==> config.mk <==
export PLATFORM = sky130hd
export DESIGN_NAME = dual_order_process_queue
export DESIGN_NICKNAME = d
export VERILOG_FILES = /design/src/design/dop_pkg.sv /design/src/design/dop_cell.sv /design/src/design/dop_chain.sv /design/src/design/dual_order_process_queue.sv
export SDC_FILE = /design/constraint.sdc
export NUM_CORES = 2
export LEC_CHECK = 0
export BUFFER_PORTS_ARGS = -buffer_cell sky130_fd_sc_hd__buf_2
export CAP_MARGIN = 10
export CORE_MARGIN = 4
export CORE_UTILIZATION = 55
export DETAILED_ROUTE_END_ITERATION = 12
export PLACE_DENSITY = 0.74
export SLEW_MARGIN = 15
export SYNTH_ARGS = -nofsm -noshare
export SYNTH_HDL_FRONTEND = slang
export SYNTH_SLANG_ARGS = --single-unit
==> constraint.sdc <==
create_clock -name i_clk -period 11.1 [get_ports i_clk]
set_clock_uncertainty 0.2 [all_clocks]
set_input_delay 1.11 -clock i_clk [delete_from_list [all_inputs] [get_ports i_clk]]
set_output_delay 1.11 -clock i_clk [all_outputs]
set_load 0.005 [all_outputs]
==> src/design/dop_pkg.sv <==
// Package with shared widths, request codes and chain command types for the dual-order queue.
`timescale 1ns / 1ps

package dop_pkg;

    localparam int CAPACITY_DEF = 16;

    localparam int REQ_W  = 3;
    localparam int PRI_W  = 8;
    localparam int HR_W   = 5;
    localparam int MN_W   = 6;
    localparam int SC_W   = 6;
    localparam int TAG_W  = 16;
    localparam int STAT_W = 2;
    localparam int OCC_W  = 5;
    localparam int TKEY_W = 17;
    localparam int IN_W   = 72;
    localparam int OUT_W  = 48;

    localparam logic [TKEY_W-1:0] SEC_PER_HOUR = 17'd3600;
    localparam logic [TKEY_W-1:0] SEC_PER_MIN  = 17'd60;

    typedef enum logic [REQ_W-1:0] {
        REQ_ADD, REQ_POP_PRI, REQ_POP_ARR, REQ_PEEK_PRI,
        REQ_PEEK_ARR, REQ_CHG_PRI, REQ_CHG_ARR, REQ_NOP
    } t_req;

    typedef enum logic [STAT_W-1:0] {
        ST_OK, ST_EMPTY, ST_FULL, ST_NOT_FOUND
    } t_status;

    typedef enum logic [1:0] {
        CH_IDLE, CH_INSERT, CH_REM_SLOT, CH_REM_KEY
    } t_chop;

    // Command broadcast to every cell of a chain.
    typedef struct packed {
        t_chop               op;
        logic [TKEY_W-1:0]   key;
    } t_chain_cmd;

    // Arrival time in seconds from the raw hour, minute and second fields.
    function automatic logic [TKEY_W-1:0] arrival_key(
        input logic [HR_W-1:0] h, input logic [MN_W-1:0] m, input logic [SC_W-1:0] s);
        arrival_key = TKEY_W'(h) * SEC_PER_HOUR + TKEY_W'(m) * SEC_PER_MIN + TKEY_W'(s);
    endfunction

endpackage

==> src/design/dop_cell.sv <==
// One cell of a sorted chain: holds a key and a slot number and trades them with its neighbors.
`timescale 1ns / 1ps

module dop_cell import dop_pkg::*; #(
    parameter int   KEY_W   = 8,
    parameter int   SLOT_W  = 4,
    parameter logic DESCEND = 1'b1
) (
    input  logic              i_clk,
    input  logic              i_rst_n,
    input  t_chain_cmd        i_cmd,
    input  logic [SLOT_W-1:0] i_slot,
    input  logic              i_left_valid,
    input  logic [KEY_W-1:0]  i_left_key,
    input  logic [SLOT_W-1:0] i_left_slot,
    input  logic              i_left_stay,
    input  logic              i_right_valid,
    input  logic [KEY_W-1:0]  i_right_key,
    input  logic [SLOT_W-1:0] i_right_slot,
    input  logic              i_seen,
    output logic              o_valid,
    output logic [KEY_W-1:0]  o_key,
    output logic [SLOT_W-1:0] o_slot,
    output logic              o_stay,
    output logic              o_match,
    output logic              o_seen
);

    logic              r_valid, n_valid;
    logic [KEY_W-1:0]  r_key, n_key;
    logic [SLOT_W-1:0] r_slot, n_slot;
    logic              w_ahead;
    logic [KEY_W-1:0]  w_cmd_key;

    assign w_cmd_key = i_cmd.key[KEY_W-1:0];

    // An entry stays ahead of a new key only when it strictly precedes it.
    assign w_ahead = DESCEND ? (r_key > w_cmd_key) : (r_key < w_cmd_key);
    assign o_stay  = r_valid && w_ahead;
    assign o_match = r_valid && ((i_cmd.op == CH_REM_SLOT) ? (r_slot == i_slot)
                                                           : (r_key == w_cmd_key));
    assign o_seen  = i_seen || o_match;

    assign o_valid = r_valid;
    assign o_key   = r_key;
    assign o_slot  = r_slot;

    // Next contents: keep, take the new entry, take the left one, or take the right one.
    always_comb begin
        n_valid = r_valid;
        n_key   = r_key;
        n_slot  = r_slot;
        unique case (i_cmd.op)
            CH_INSERT: begin
                if (!o_stay) begin
                    if (i_left_stay) begin
                        n_valid = 1'b1;
                        n_key   = w_cmd_key;
                        n_slot  = i_slot;
                    end else begin
                        n_valid = i_left_valid;
                        n_key   = i_left_key;
                        n_slot  = i_left_slot;
                    end
                end
            end
            CH_REM_SLOT, CH_REM_KEY: begin
                if (o_seen) begin
                    n_valid = i_right_valid;
                    n_key   = i_right_key;
                    n_slot  = i_right_slot;
                end
            end
            default: begin
            end
        endcase
    end

    always_ff @(posedge i_clk) begin
        if (!i_rst_n) begin
            r_valid <= 1'b0;
        end else begin
            r_valid <= n_valid;
        end
    end

    always_ff @(posedge i_clk) begin
        r_key  <= n_key;
        r_slot <= n_slot;
    end

endmodule

==> src/design/dop_chain.sv <==
// A row of cells that keeps slot numbers sorted by one key.
`timescale 1ns / 1ps

module dop_chain import dop_pkg::*; #(
    parameter int   CAPACITY = CAPACITY_DEF,
    parameter int   KEY_W    = 8,
    parameter int   SLOT_W   = 4,
    parameter logic DESCEND  = 1'b1
) (
    input  logic              i_clk,
    input  logic              i_rst_n,
    input  t_chain_cmd        i_cmd,
    input  logic [SLOT_W-1:0] i_slot,
    output logic              o_head_valid,
    output logic [SLOT_W-1:0] o_head_slot,
    output logic              o_found,
    output logic [SLOT_W-1:0] o_found_slot
);

    logic              w_valid [CAPACITY+1];
    logic [KEY_W-1:0]  w_key   [CAPACITY+1];
    logic [SLOT_W-1:0] w_slot  [CAPACITY+1];
    logic              w_stay  [CAPACITY+1];
    logic              w_seen  [CAPACITY+1];
    logic              w_match [CAPACITY];

    // Edge ties: left of the head always lets a new entry in, right of the tail is empty.
    assign w_stay[0]         = 1'b1;
    assign w_seen[0]         = 1'b0;
    assign w_valid[CAPACITY] = 1'b0;
    assign w_key[CAPACITY]   = '0;
    assign w_slot[CAPACITY]  = '0;

    for (genvar g = 0; g < CAPACITY; g++) begin : g_cell
        logic              w_lv;
        logic [KEY_W-1:0]  w_lk;
        logic [SLOT_W-1:0] w_ls;
        if (g == 0) begin : g_head
            assign w_lv = 1'b0;
            assign w_lk = '0;
            assign w_ls = '0;
        end else begin : g_body
            assign w_lv = w_valid[g-1];
            assign w_lk = w_key[g-1];
            assign w_ls = w_slot[g-1];
        end
        dop_cell #(.KEY_W(KEY_W), .SLOT_W(SLOT_W), .DESCEND(DESCEND)) u_cell (
            .i_clk        (i_clk),
            .i_rst_n      (i_rst_n),
            .i_cmd        (i_cmd),
            .i_slot       (i_slot),
            .i_left_valid (w_lv),
            .i_left_key   (w_lk),
            .i_left_slot  (w_ls),
            .i_left_stay  (w_stay[g]),
            .i_right_valid(w_valid[g+1]),
            .i_right_key  (w_key[g+1]),
            .i_right_slot (w_slot[g+1]),
            .i_seen       (w_seen[g]),
            .o_valid      (w_valid[g]),
            .o_key        (w_key[g]),
            .o_slot       (w_slot[g]),
            .o_stay       (w_stay[g+1]),
            .o_match      (w_match[g]),
            .o_seen       (w_seen[g+1])
        );
    end

    assign o_head_valid = w_valid[0];
    assign o_head_slot  = w_slot[0];
    assign o_found      = w_seen[CAPACITY];

    // Slot of the first matching cell.
    always_comb begin
        o_found_slot = '0;
        for (int i = 0; i < CAPACITY; i++) begin
            if (w_match[i] && !w_seen[i]) begin
                o_found_slot = o_found_slot | w_slot[i];
            end
        end
    end

endmodule

==> src/design/dual_order_process_queue.sv <==
// Top level of the dual-order process queue: request control, entry store and two sorted chains.
//
// Channel   Dir  Bits  Contents
// s_axis    in   72    one request beat
// m_axis    out  48    one result beat per request
//
// A request passes through accept, chain update and result; a change request that finds its
// entry adds a reinsert step: the entry is unlinked in the chain update, reinserted in the next.
// The chains shift one place per cycle, so every request is handled one at a time.
// Reset empties both chains and the slot map at once; entry payloads need no clearing.
// A stalled result holds the block until the result beat is taken.
`timescale 1ns / 1ps

module dual_order_process_queue import dop_pkg::*; #(
    parameter int CAPACITY = CAPACITY_DEF
) (
    input  logic             i_clk,
    input  logic             i_rst_n,
    input  logic             i_s_tvalid,
    output logic             o_s_tready,
    // tdata from bit 0: req_type, priority_req, hour, minute, second, new_priority,
    // new_hour, new_minute, new_second, tag, zero pad
    input  logic [IN_W-1:0]  i_s_tdata,
    output logic             o_m_tvalid,
    input  logic             i_m_tready,
    // tdata from bit 0: status, out_priority, out_hour, out_minute, out_second,
    // out_tag, occupancy
    output logic [OUT_W-1:0] o_m_tdata
);

    localparam int SLOT_W = $clog2(CAPACITY);
    localparam int CNT_W  = $clog2(CAPACITY + 1);

    typedef enum logic [1:0] {S_IDLE, S_RUN, S_INS, S_OUT} t_state;

    t_state r_state;

    // Captured request.
    t_req             r_req;
    logic [PRI_W-1:0] r_pri, r_npri;
    logic [HR_W-1:0]  r_hr, r_nhr;
    logic [MN_W-1:0]  r_mn, r_nmn;
    logic [SC_W-1:0]  r_sc, r_nsc;
    logic [TAG_W-1:0] r_tag;

    // Entry store and its slot map.
    logic [PRI_W-1:0] r_e_pri [CAPACITY];
    logic [HR_W-1:0]  r_e_hr  [CAPACITY];
    logic [MN_W-1:0]  r_e_mn  [CAPACITY];
    logic [SC_W-1:0]  r_e_sc  [CAPACITY];
    logic [TAG_W-1:0] r_e_tag [CAPACITY];
    logic             r_used  [CAPACITY];

    logic [CNT_W-1:0]  r_count;
    logic [SLOT_W-1:0] r_slot;

    // Result fields.
    t_status          r_o_stat;
    logic [PRI_W-1:0] r_o_pri;
    logic [HR_W-1:0]  r_o_hr;
    logic [MN_W-1:0]  r_o_mn;
    logic [SC_W-1:0]  r_o_sc;
    logic [TAG_W-1:0] r_o_tag;

    logic              w_full, w_empty, w_free_any;
    logic [SLOT_W-1:0] w_free, w_cmd_slot, w_rd_slot;
    t_chain_cmd        w_pcmd, w_tcmd;
    logic              w_p_hv, w_t_hv, w_p_found, w_t_found;
    logic [SLOT_W-1:0] w_p_hs, w_t_hs, w_p_fs, w_t_fs;

    assign w_full     = (r_count == CNT_W'(CAPACITY));
    assign w_empty    = (r_count == '0);
    assign o_s_tready = (r_state == S_IDLE);
    assign o_m_tvalid = (r_state == S_OUT);
    assign o_m_tdata  = {OCC_W'(r_count), r_o_tag, r_o_sc, r_o_mn, r_o_hr, r_o_pri, r_o_stat};

    // Lowest free slot.
    always_comb begin
        w_free     = '0;
        w_free_any = 1'b0;
        for (int i = 0; i < CAPACITY; i++) begin
            if (!w_free_any && !r_used[i]) begin
                w_free     = SLOT_W'(i);
                w_free_any = 1'b1;
            end
        end
    end

    assign w_rd_slot = (r_req == REQ_POP_ARR || r_req == REQ_PEEK_ARR) ? w_t_hs : w_p_hs;

    // Chain commands for the current step.
    always_comb begin
        w_pcmd     = '{op: CH_IDLE, key: '0};
        w_tcmd     = '{op: CH_IDLE, key: '0};
        w_cmd_slot = r_slot;
        if (r_state == S_RUN) begin
            unique case (r_req)
                REQ_ADD: begin
                    if (!w_full) begin
                        w_pcmd     = '{op: CH_INSERT, key: TKEY_W'(r_pri)};
                        w_tcmd     = '{op: CH_INSERT, key: arrival_key(r_hr, r_mn, r_sc)};
                        w_cmd_slot = w_free;
                    end
                end
                REQ_POP_PRI, REQ_POP_ARR: begin
                    if (!w_empty) begin
                        w_pcmd     = '{op: CH_REM_SLOT, key: '0};
                        w_tcmd     = '{op: CH_REM_SLOT, key: '0};
                        w_cmd_slot = w_rd_slot;
                    end
                end
                REQ_CHG_PRI: w_pcmd = '{op: CH_REM_KEY, key: TKEY_W'(r_pri)};
                REQ_CHG_ARR: w_tcmd = '{op: CH_REM_KEY, key: arrival_key(r_hr, r_mn, r_sc)};
                default: begin
                end
            endcase
        end else if (r_state == S_INS) begin
            if (r_req == REQ_CHG_PRI) begin
                w_pcmd = '{op: CH_INSERT, key: TKEY_W'(r_npri)};
            end else begin
                w_tcmd = '{op: CH_INSERT, key: arrival_key(r_nhr, r_nmn, r_nsc)};
            end
        end
    end

    dop_chain #(.CAPACITY(CAPACITY), .KEY_W(PRI_W), .SLOT_W(SLOT_W), .DESCEND(1'b1)) u_pchain (
        .i_clk       (i_clk),
        .i_rst_n     (i_rst_n),
        .i_cmd       (w_pcmd),
        .i_slot      (w_cmd_slot),
        .o_head_valid(w_p_hv),
        .o_head_slot (w_p_hs),
        .o_found     (w_p_found),
        .o_found_slot(w_p_fs)
    );

    dop_chain #(.CAPACITY(CAPACITY), .KEY_W(TKEY_W), .SLOT_W(SLOT_W), .DESCEND(1'b0)) u_tchain (
        .i_clk       (i_clk),
        .i_rst_n     (i_rst_n),
        .i_cmd       (w_tcmd),
        .i_slot      (w_cmd_slot),
        .o_head_valid(w_t_hv),
        .o_head_slot (w_t_hs),
        .o_found     (w_t_found),
        .o_found_slot(w_t_fs)
    );

    // Request capture on an accepted beat.
    always_ff @(posedge i_clk) begin
        if (i_s_tvalid && o_s_tready) begin
            r_req  <= t_req'(i_s_tdata[2:0]);
            r_pri  <= i_s_tdata[10:3];
            r_hr   <= i_s_tdata[15:11];
            r_mn   <= i_s_tdata[21:16];
            r_sc   <= i_s_tdata[27:22];
            r_npri <= i_s_tdata[35:28];
            r_nhr  <= i_s_tdata[40:36];
            r_nmn  <= i_s_tdata[46:41];
            r_nsc  <= i_s_tdata[52:47];
            r_tag  <= i_s_tdata[68:53];
        end
    end

    // Entry store writes.
    always_ff @(posedge i_clk) begin
        if (r_state == S_RUN && r_req == REQ_ADD && !w_full) begin
            r_e_pri[w_free] <= r_pri;
            r_e_hr[w_free]  <= r_hr;
            r_e_mn[w_free]  <= r_mn;
            r_e_sc[w_free]  <= r_sc;
            r_e_tag[w_free] <= r_tag;
        end else if (r_state == S_INS && r_req == REQ_CHG_PRI) begin
            r_e_pri[r_slot] <= r_npri;
        end else if (r_state == S_INS) begin
            r_e_hr[r_slot] <= r_nhr;
            r_e_mn[r_slot] <= r_nmn;
            r_e_sc[r_slot] <= r_nsc;
        end
    end

    // Request sequencer, slot map, count and result register.
    always_ff @(posedge i_clk) begin
        if (!i_rst_n) begin
            r_state  <= S_IDLE;
            r_count  <= '0;
            r_slot   <= '0;
            r_o_stat <= ST_OK;
            r_o_pri  <= '0;
            r_o_hr   <= '0;
            r_o_mn   <= '0;
            r_o_sc   <= '0;
            r_o_tag  <= '0;
            for (int i = 0; i < CAPACITY; i++) begin
                r_used[i] <= 1'b0;
            end
        end else begin
            unique case (r_state)
                S_IDLE: begin
                    if (i_s_tvalid) begin
                        r_state <= S_RUN;
                    end
                end
                S_RUN: begin
                    r_state  <= S_OUT;
                    r_o_stat <= ST_OK;
                    r_o_pri  <= '0;
                    r_o_hr   <= '0;
                    r_o_mn   <= '0;
                    r_o_sc   <= '0;
                    r_o_tag  <= '0;
                    unique case (r_req)
                        REQ_ADD: begin
                            if (w_full) begin
                                r_o_stat <= ST_FULL;
                            end else begin
                                r_used[w_free] <= 1'b1;
                                r_count        <= r_count + 1'b1;
                            end
                        end
                        REQ_POP_PRI, REQ_POP_ARR, REQ_PEEK_PRI, REQ_PEEK_ARR: begin
                            if (w_empty) begin
                                r_o_stat <= ST_EMPTY;
                            end else begin
                                r_o_pri <= r_e_pri[w_rd_slot];
                                r_o_hr  <= r_e_hr[w_rd_slot];
                                r_o_mn  <= r_e_mn[w_rd_slot];
                                r_o_sc  <= r_e_sc[w_rd_slot];
                                r_o_tag <= r_e_tag[w_rd_slot];
                                if (r_req == REQ_POP_PRI || r_req == REQ_POP_ARR) begin
                                    r_used[w_rd_slot] <= 1'b0;
                                    r_count           <= r_count - 1'b1;
                                end
                            end
                        end
                        REQ_CHG_PRI: begin
                            if (w_p_found) begin
                                r_slot  <= w_p_fs;
                                r_state <= S_INS;
                            end else begin
                                r_o_stat <= ST_NOT_FOUND;
                            end
                        end
                        REQ_CHG_ARR: begin
                            if (w_t_found) begin
                                r_slot  <= w_t_fs;
                                r_state <= S_INS;
                            end else begin
                                r_o_stat <= ST_NOT_FOUND;
                            end
                        end
                        default: begin
                        end
                    endcase
                end
                S_INS: begin
                    r_state <= S_OUT;
                end
                S_OUT: begin
                    if (i_m_tready) begin
                        r_state <= S_IDLE;
                    end
                end
                default: begin
                    r_state <= S_IDLE;
                end
            endcase
        end
    end

`ifndef SYNTHESIS
    // Both chains hold an entry at their heads exactly when the queue is not empty,
    // except while a changed entry is unlinked from one chain.
    a_heads_agree: assert property (@(posedge i_clk) disable iff (!i_rst_n)
        (r_state != S_INS) |-> ((w_p_hv == w_t_hv) && (w_p_hv == !w_empty)))
        else $error("chain heads disagree with entry count");

    // The count never passes the capacity.
    a_count_bound: assert property (@(posedge i_clk) disable iff (!i_rst_n)
        r_count <= CNT_W'(CAPACITY))
        else $error("entry count above capacity");

    // A dropped add is only reported when the queue is full.
    a_full_report: assert property (@(posedge i_clk) disable iff (!i_rst_n)
        (r_state == S_OUT && r_o_stat == ST_FULL) |-> w_full)
        else $error("full status while not full");

    // A priority pop from a non-empty queue lowers the count by one.
    a_pop_count: assert property (@(posedge i_clk) disable iff (!i_rst_n)
        (r_state == S_RUN && r_req == REQ_POP_PRI && !w_empty)
        |=> (r_count == $past(r_count) - 1'b1))
        else $error("pop did not lower the count");
`endif

endmodule

# Yosys cells after proc, flatten, opt, wreduce, memory -nomap -nowiden
# Memories as Yosys holds them, arrays and structs flattened.
# Cells that the tools add are included.
word_totals:
  ramBits: 672
  inputBits: 76
  memories: 6
  output_inout_bits: 50
  elab_cells: 1156
  regBits: 683
op_classes:
  n_lt_le_gt_ge: 32
  n_bitwise: 30
  n_addsub: 6
  reduce_logical: 257
  eq_ne: 151
  n_mux: 555
  multipliers: 4
memory_table:
  columns: ["memory", "words", "width", "rd", "rd_ports_with_merged_regs", "wr", "line", "text"]
  rows:
  - ["r_e_tag", 16, 16, 1, 0, 1, "dual_order_process_queue.sv:51", "logic [TAG_W-1:0] r_e_tag [CAPACITY];"]
  - ["r_e_pri", 16, 8, 1, 0, 1, "dual_order_process_queue.sv:47", "logic [PRI_W-1:0] r_e_pri [CAPACITY];"]
  - ["r_e_mn", 16, 6, 1, 0, 1, "dual_order_process_queue.sv:49", "logic [MN_W-1:0] r_e_mn [CAPACITY];"]
  - ["r_e_sc", 16, 6, 1, 0, 1, "dual_order_process_queue.sv:50", "logic [SC_W-1:0] r_e_sc [CAPACITY];"]
  - ["r_e_hr", 16, 5, 1, 0, 1, "dual_order_process_queue.sv:48", "logic [HR_W-1:0] r_e_hr [CAPACITY];"]
  - ["r_used", 16, 1, 16, 0, 16, "dual_order_process_queue.sv:52", "logic r_used [CAPACITY];"]
ops:
  columns: ["operator", "n"]
  rows:
  - ["$mux 17", 47]
  - ["$mux 4", 152]
  - ["$pmux 17 s2", 16]
  - ["$mux 8", 50]
  - ["$eq 17x17->1", 16]
  - ["$lt 17x17->1", 16]
  - ["$pmux 4 s2", 34]
  - ["$pmux 8 s2", 16]
  - ["$mux 1", 174]
  - ["$ne 2x2->1 const B", 68]
  - ["$eq 4x4->1", 32]
  - ["$eq 8x8->1", 16]
  - ["$gt 8x8->1", 16]
  - ["$or 4x4->4", 30]
  - ["$pmux 19 s3", 2]
  - ["$logic_and 1x1->1", 113]
  - ["$mux 18", 6]
  - ["$reduce_and 3->1", 32]
  - ["$pmux 1 s2", 33]
  - ["$logic_not 1->1", 60]
  - ["$mux 19", 3]
  - ["$mux 6", 6]
  - ["$add 17x12->17", 2]
  - ["$add 17x6->17", 2]
  - ["30 further kinds", 93]

# Longest topological paths before layout
# An unclocked memory read counts as a cell.
logic_depth:
  depth_word: 85
  ltp_mapped: 35

# Modules after synthesis
# From an unflattened synthesis, not the netlist that was laid out.
unflattened:
  hier_cells: 7812
  hier_area_um2: 81727.1
by_module_without_submodules:
  columns: ["module", "cells_each", "area_per_inst_um2", "instances", "seq_area_each_um2"]
  rows:
  - ["dual_order_process_queue", 3212, 38016.5, 1, 23172.2]
  - ["dop_cell at u_tchain.g_cell[0].u_cell ...", 175, 1664.1, 15, 650.6]
  - ["dop_cell at u_pchain.g_cell[10].u_cell ...", 102, 991.0, 15, 380.4]
  - ["dop_cell at u_tchain.g_cell[9].u_cell", 171, 1680.4, 1, 650.6]
  - ["dop_chain", 86, 603.1, 2, 0.0]
  - ["dop_cell at u_pchain.g_cell[0].u_cell", 102, 998.5, 1, 380.4]

# Worst setup path after synthesis
# OpenSTA, ideal clock, no wires.
synth_path:
  path_kind: "flip-flop to flip-flop"
  start: "register r_nmn[0]"
  end: "register u_tchain.g_cell[15].u_cell.r_key[0] (enable)"
  path_stages_with_launch: 33
  setup_slack_ns: 1.910
  arrival_ns: 8.562
  setup_ns: 0.428
  cell_sequence: "edfxtp_1 fa_1 fa_1 inv_1 fa_1 fa_1 inv_1 ha_1 nor2b_1 o21ai_0 a21oi_1 o21ai_0 a21oi_1 o21a_1 nor2_1 o21bai_1 a21oi_1 xor2_1 o22ai_1 clkbuf_1 inv_1 ha_1 nand3_1 nor4_1 nand4_1 nand2b_1 nand2_1 nor2_1 a2111o_1 nand4_1 nor3_4 and4_4 o21ai_0"
synth_between:
  elab_chain_len: 26
synth_rtl:
  columns: ["element", "line", "text"]
  rows:
  - ["start, declared", "dual_order_process_queue.sv:42", "logic [MN_W-1:0] r_mn, r_nmn;"]
  - ["start signal, assigned", "dual_order_process_queue.sv:158", "r_nmn <= i_s_tdata[46:41];"]
  - ["$mul 6x4->10 *", "dop_pkg.sv:45", "arrival_key = TKEY_W'(h) * SEC_PER_HOUR + TKEY_W'(m) * SEC_PER_MIN + TKEY_W'(s);"]
  - ["$add 17x12->17 *", "dop_pkg.sv:45", null]
  - ["$add 17x6->17 *", "dop_pkg.sv:45", null]
  - ["$mux 18 *", "dual_order_process_queue.sv:118", "if (r_req == REQ_CHG_PRI) begin"]
  - ["$mux 18 *", "dual_order_process_queue.sv:117", "end else if (r_state == S_INS) begin"]
  - ["$mux 19 *", "dual_order_process_queue.sv:96", "if (r_state == S_RUN) begin"]
  - ["$eq 17x17->1", "dop_cell.sv:41", ": (r_key == w_cmd_key));"]
  - ["$mux 1", "dop_cell.sv:40", "assign o_match = r_valid && ((i_cmd.op == CH_REM_SLOT) ? (r_slot == i_slot)"]
  - ["$logic_and 1x1->1", "dop_cell.sv:40", null]
  - ["$logic_or 1x1->1 (15 in series)", "dop_cell.sv:42", "assign o_seen = i_seen || o_match;"]
  - ["$ne 2x2->1 (no line)", null, null]
  - ["$reduce_and 3->1 (no line) *", null, null]
  - ["end signal, assigned", "dop_cell.sv:88", "r_key <= n_key;"]
  - ["end, declared", "dop_cell.sv:30", "logic [KEY_W-1:0] r_key, n_key;"]
# Every way passes the cells marked *; elsewhere a longest branch is shown, timed or not.
# A chain may end at the register's enable or synchronous reset.

# Worst setup path in the final report
layout_path:
  start: "register r_nmn[0]"
  end: "register r_slot[2]"
layout_between:
  elab_chain_len: 42
layout_rtl:
  columns: ["element", "line", "text"]
  rows:
  - ["$mul 6x4->10 *", "dop_pkg.sv:45", null]
  - ["$add 17x12->17 *", "dop_pkg.sv:45", null]
  - ["$add 17x6->17 *", "dop_pkg.sv:45", null]
  - ["$mux 18 *", "dual_order_process_queue.sv:118", null]
  - ["$mux 18 *", "dual_order_process_queue.sv:117", null]
  - ["$mux 19 *", "dual_order_process_queue.sv:96", null]
  - ["$eq 17x17->1", "dop_cell.sv:41", null]
  - ["$mux 1", "dop_cell.sv:40", null]
  - ["[... 26 more ...]", null, null]
  - ["$or 4x4->4", "dop_chain.sv:78", "o_found_slot = o_found_slot | w_slot[i];"]
  - ["$mux 4", "dop_chain.sv:77", "if (w_match[i] && !w_seen[i]) begin"]
  - ["$or 4x4->4", "dop_chain.sv:78", null]
  - ["$mux 4", "dop_chain.sv:77", null]
  - ["$or 4x4->4", "dop_chain.sv:78", null]
  - ["$mux 4", "dop_chain.sv:77", null]
  - ["$mux 4", "dual_order_process_queue.sv:244", "if (w_t_found) begin"]
  - ["$pmux 4 s2", "dual_order_process_queue.sv:211", "unique case (r_req)"]
  - ["end signal, assigned", "dual_order_process_queue.sv:237", "r_slot <= w_p_fs;"]
  - ["end signal, assigned", "dual_order_process_queue.sv:245", "r_slot <= w_t_fs;"]
  - ["end, declared", "dual_order_process_queue.sv:55", "logic [SLOT_W-1:0] r_slot;"]
# Every way passes the cells marked *; elsewhere a longest branch is shown, timed or not. The select of a mux whose other input is x is not followed.

==> run_results.csv <==
group,metric,value,unit
sta,fin_setup_tns,0,ps
cts,cts_tree,"yes",
status,outcome,"finished clean",
worst_setup_path,worstSetupEndpointType,"flip-flop",
sta,period_minus_slack,9610,ps
synth,synth_edf_count,1253,
route,drt-total-wl,194,mm
route,vias_per_cell,6.33,
min_path,hold_start,"r_o_tag[6]$_SDFFE_PN0P_",
final_layout,fin_area,0.0825,mm^2
place,placed_area,0.0777,mm^2
synth,syn_nets,6949,
route,post-route-drc-count,0,
place,hpwl,129,mm
worst_setup_path,crit_top_cell,"fa_1",
worst_setup_path,max_stage_delay,790,ps
floorplanning,boundaryPins,126,
route,drt_iter0_drc,5534,
synth,muxShareOfSynthArea,10.4,%
worst_setup_path,reg2reg_slack,1490,ps
synth,synth_area_leader_cell,"edfxtp_1",
cts,post_cts_buffers,0,
pwr,vdd_ir_drop_max,0.300,mV
cts,cts_buffers,144,
min_path,min_path_cells,2,
worst_setup_path,crit_fanout,17,
global_route,track_usage,27.1,%
worst_setup_path,setup.worst_path.start,"r_nmn[0]$_DFFE_PP_",
worst_setup_path,cp_num_buf_inv,5,
synth,synth_compound_area_share,12.2,%
synth,synthXorXnorAreaFrac,1.97,%
route,postRouteAntennaNets,0,
place,place.gp.congestion,0.890,
synth,synthTopCellsByArea,"edfxtp_1 (50%), ha_1 (8.5%), mux4_2 (4.9%), o21ai_0 (4.9%), mux2i_1 (4.6%)",
sta,worstMarginPinSlew,1230,ps
pwr,leakage,29.1,nW
sta,setup_viol,0,
cts,path_clk_slew,70,ps
sta,fmax,0.104,GHz
floorplanning,coreArea,0.134,mm^2
worst_setup_path,critical_path.top_delay_family,"compound AO/OA/AOI/OAI gates",
global_route,grt_pass1_wl,302,mm
global_route,overflow,0,
synth,synth_top_family_by_area,"compound AO/OA/AOI/OAI gates",
cts,h-tree-depth,4,
sta,finalHoldViolations,0,
synth,synth_ff_type,"edfxtp_1",
final_layout,drive_gt1_share,13.0,%
floorplanning,die_h,376,um
floorplanning,dieArea,0.142,mm^2
final_layout,diodes,0,
synth,netlist_instances,6336,
synth,syn_area,0.0746,mm^2
synth,async_reset_ff_share,0,%
floorplanning,initial_core_util,55.6,%
route,avgRoutedWirePerCell,23.4,um
synth,yosysSeqAreaShare,53.1,%
synth,synthSimpleGateAreaFrac,10.3,%
global_route,grt_max_degree,270,
global_route,antenna_found_initial,0,
sta,finalCritPeriodShare,86.6,%
synth,yosysMostFrequentCell,"edfxtp_1",
cts,clkSinkCount,1355,
synth,synth-seq-cells,1355,
floorplanning,rows,134,
pwr,power_density,263,mW/mm^2
final_layout,nNetsFinal,7021,
worst_setup_path,cp_num_cells,32,
worst_setup_path,cp-start-kind,"flip-flop",
route,vias,52539,
worst_setup_path,crit_type,"flip-flop to flip-flop",
place,io_buffers,122,
min_path,hold_path_class,"flip-flop to flip-flop",
route,drt_pass1_iterations,6,
synth,yosys.area_share.adder,9.31,%
floorplanning,die_x,376,um
job,maxCapViolations,0,
synth,yosysUniqueCellTypes,108,
worst_setup_path,reg2reg_from,"r_nmn[0]$_DFFE_PP_",
cts,clk_latency,790,ps
global_route,grt_pass1_vias,52016,
cts,cts_resized,0,
cts,cts_root_buffer,"clkbuf_16",
synth,avgSynthCellArea,11.8,um^2
worst_setup_path,cp.arrival,10060,ps
worst_setup_path,crit_slowest_cell,"a2111oi_0",
synth,yosysWarnings,0,
sta,drv_slew,0,
synth,synth_top_cell_area_share,50.4,%
final_layout,syn_to_final_growth,10.5,%
cts,cts_buffer_depth,3,
cts,hold_buffers,0,
worst_setup_path,rr_worst_depth,32,
sta,rsz0062_at_grt,"no",
worst_setup_path,worstPathRequired,11540,ps
synth,synth_common_cells,"edfxtp_1 (1253), nand2_1 (892), o21ai_0 (726)",
sta,relSlewSlack,18.1,%
-- kinds of logic after synthesis --
kind of cell,count (synthesis)
flops,1355
xor+xnor,167
buf+inv,519
fa+ha+maj,537
compound gates,1505
simple gates,1689
mux,564
-- registers in the layout, indices dropped and copies added, names as in the netlist, 16 cells and up --
name                            count
r_e_hr                             80
r_e_mn                             96
r_e_pri                           128
r_e_sc                             96
r_e_tag                           256
r_o_tag                            16
r_tag                              16
r_used                             16
u_pchain.g_cell.u_cell.o_key      128
u_pchain.g_cell.u_cell.o_slot      64
u_pchain.g_cell.u_cell.o_valid     16
u_tchain.g_cell.u_cell.o_key      272
u_tchain.g_cell.u_cell.o_slot      64
u_tchain.g_cell.u_cell.o_valid     16
-- cell usage in the layout, fill, tap and decap left out, types with 26 or more instances in the layout --
| master | count |
|---|---|
| buf_2 | 122 |
| nor2_1 | 263 |
| nor2b_1 | 78 |
| o21ai_0 | 713 |
| edfxtp_1 | 1253 |
| nand2_1 | 891 |
| nor2_2 | 34 |
| xnor2_1 | 111 |
| clkinv_1 | 26 |
| nor3_1 | 28 |
| buf_4 | 158 |
| inv_1 | 159 |
| mux2_2 | 52 |
| fa_1 | 31 |
| clkbuf_16 | 146 |
| o21a_1 | 113 |
| dfxtp_1 | 102 |
| clkbuf_1 | 37 |
| ha_1 | 506 |
| nand2b_1 | 49 |
| mux4_2 | 164 |
| and3_1 | 34 |
| nand4_1 | 107 |
| o31ai_1 | 29 |
| a21o_1 | 53 |
| o211ai_1 | 67 |
| mux2i_1 | 344 |
| nand3_1 | 88 |
| xor2_1 | 55 |
| a21oi_1 | 259 |
-- report_power, final --
group | switching, mW | internal [mW] | total, mW
logic | 5.37 | 3.67 | 9.04
registers | 0.793 | 6.99 | 7.78
clock network | 2.09 | 2.77 | 4.85
total | 8.25 | 13.4 | 21.7
-- per-layer routing --
metal / vias up / share of wire, % / GRT usage (%)
met5: - / 0 / 0
met4: 0 / 2.5 / 7.84
met3: 371 / 7.4 / 4.01
met2: 2097 / 48 / 44.6
met1: 26075 / 42 / 37.8
li1: 23996 / - / -
-- layout make-up --
type	count	area [um^2]
Clock buffer	188	3860
Sequential cell	1355	39700
Inverter	162	609
Multi-Input combinational cell	4462	33400
Timing Repair Buffer	283	1850
Tap cell	1768	2210
Clock inverter	78	881
Fill cell	10373	51700
-- tightest hold or removal path: stages, from the launching register on --
cell and delay, ps:
dfxtp_1 300, nand2_1 60, a21oi_1 50
-- stage by stage --
step / total power, mW / setup WS (ps) / std cells / hold slack, ps / util, %
2_1_floorplan: 14.0 / 1910 / 6336 / 253 / -
3_3_place_gp: 16.4 / 1700 / 8029 / 249 / 57.9
3_5_place_dp: 16.7 / 1660 / 8029 / 252 / 57.9
4_1_cts: 21.7 / 1630 / 8295 / 243 / 61.4
5_1_grt: 23.1 / 945 / 8296 / 269 / 61.5
6_report: 21.7 / 1490 / 8296 / 259 / 61.5
-- worst paths after layout --
check	end
worst max-delay path	r_slot[2]$_SDFFE_PN0P_
worst min-delay path	r_o_tag[6]$_SDFFE_PN0P_
worst max register to register	r_slot[2]$_SDFFE_PN0P_
worst min register to register	r_o_tag[6]$_SDFFE_PN0P_
Note: power is estimated with default switching activity, not from simulation.
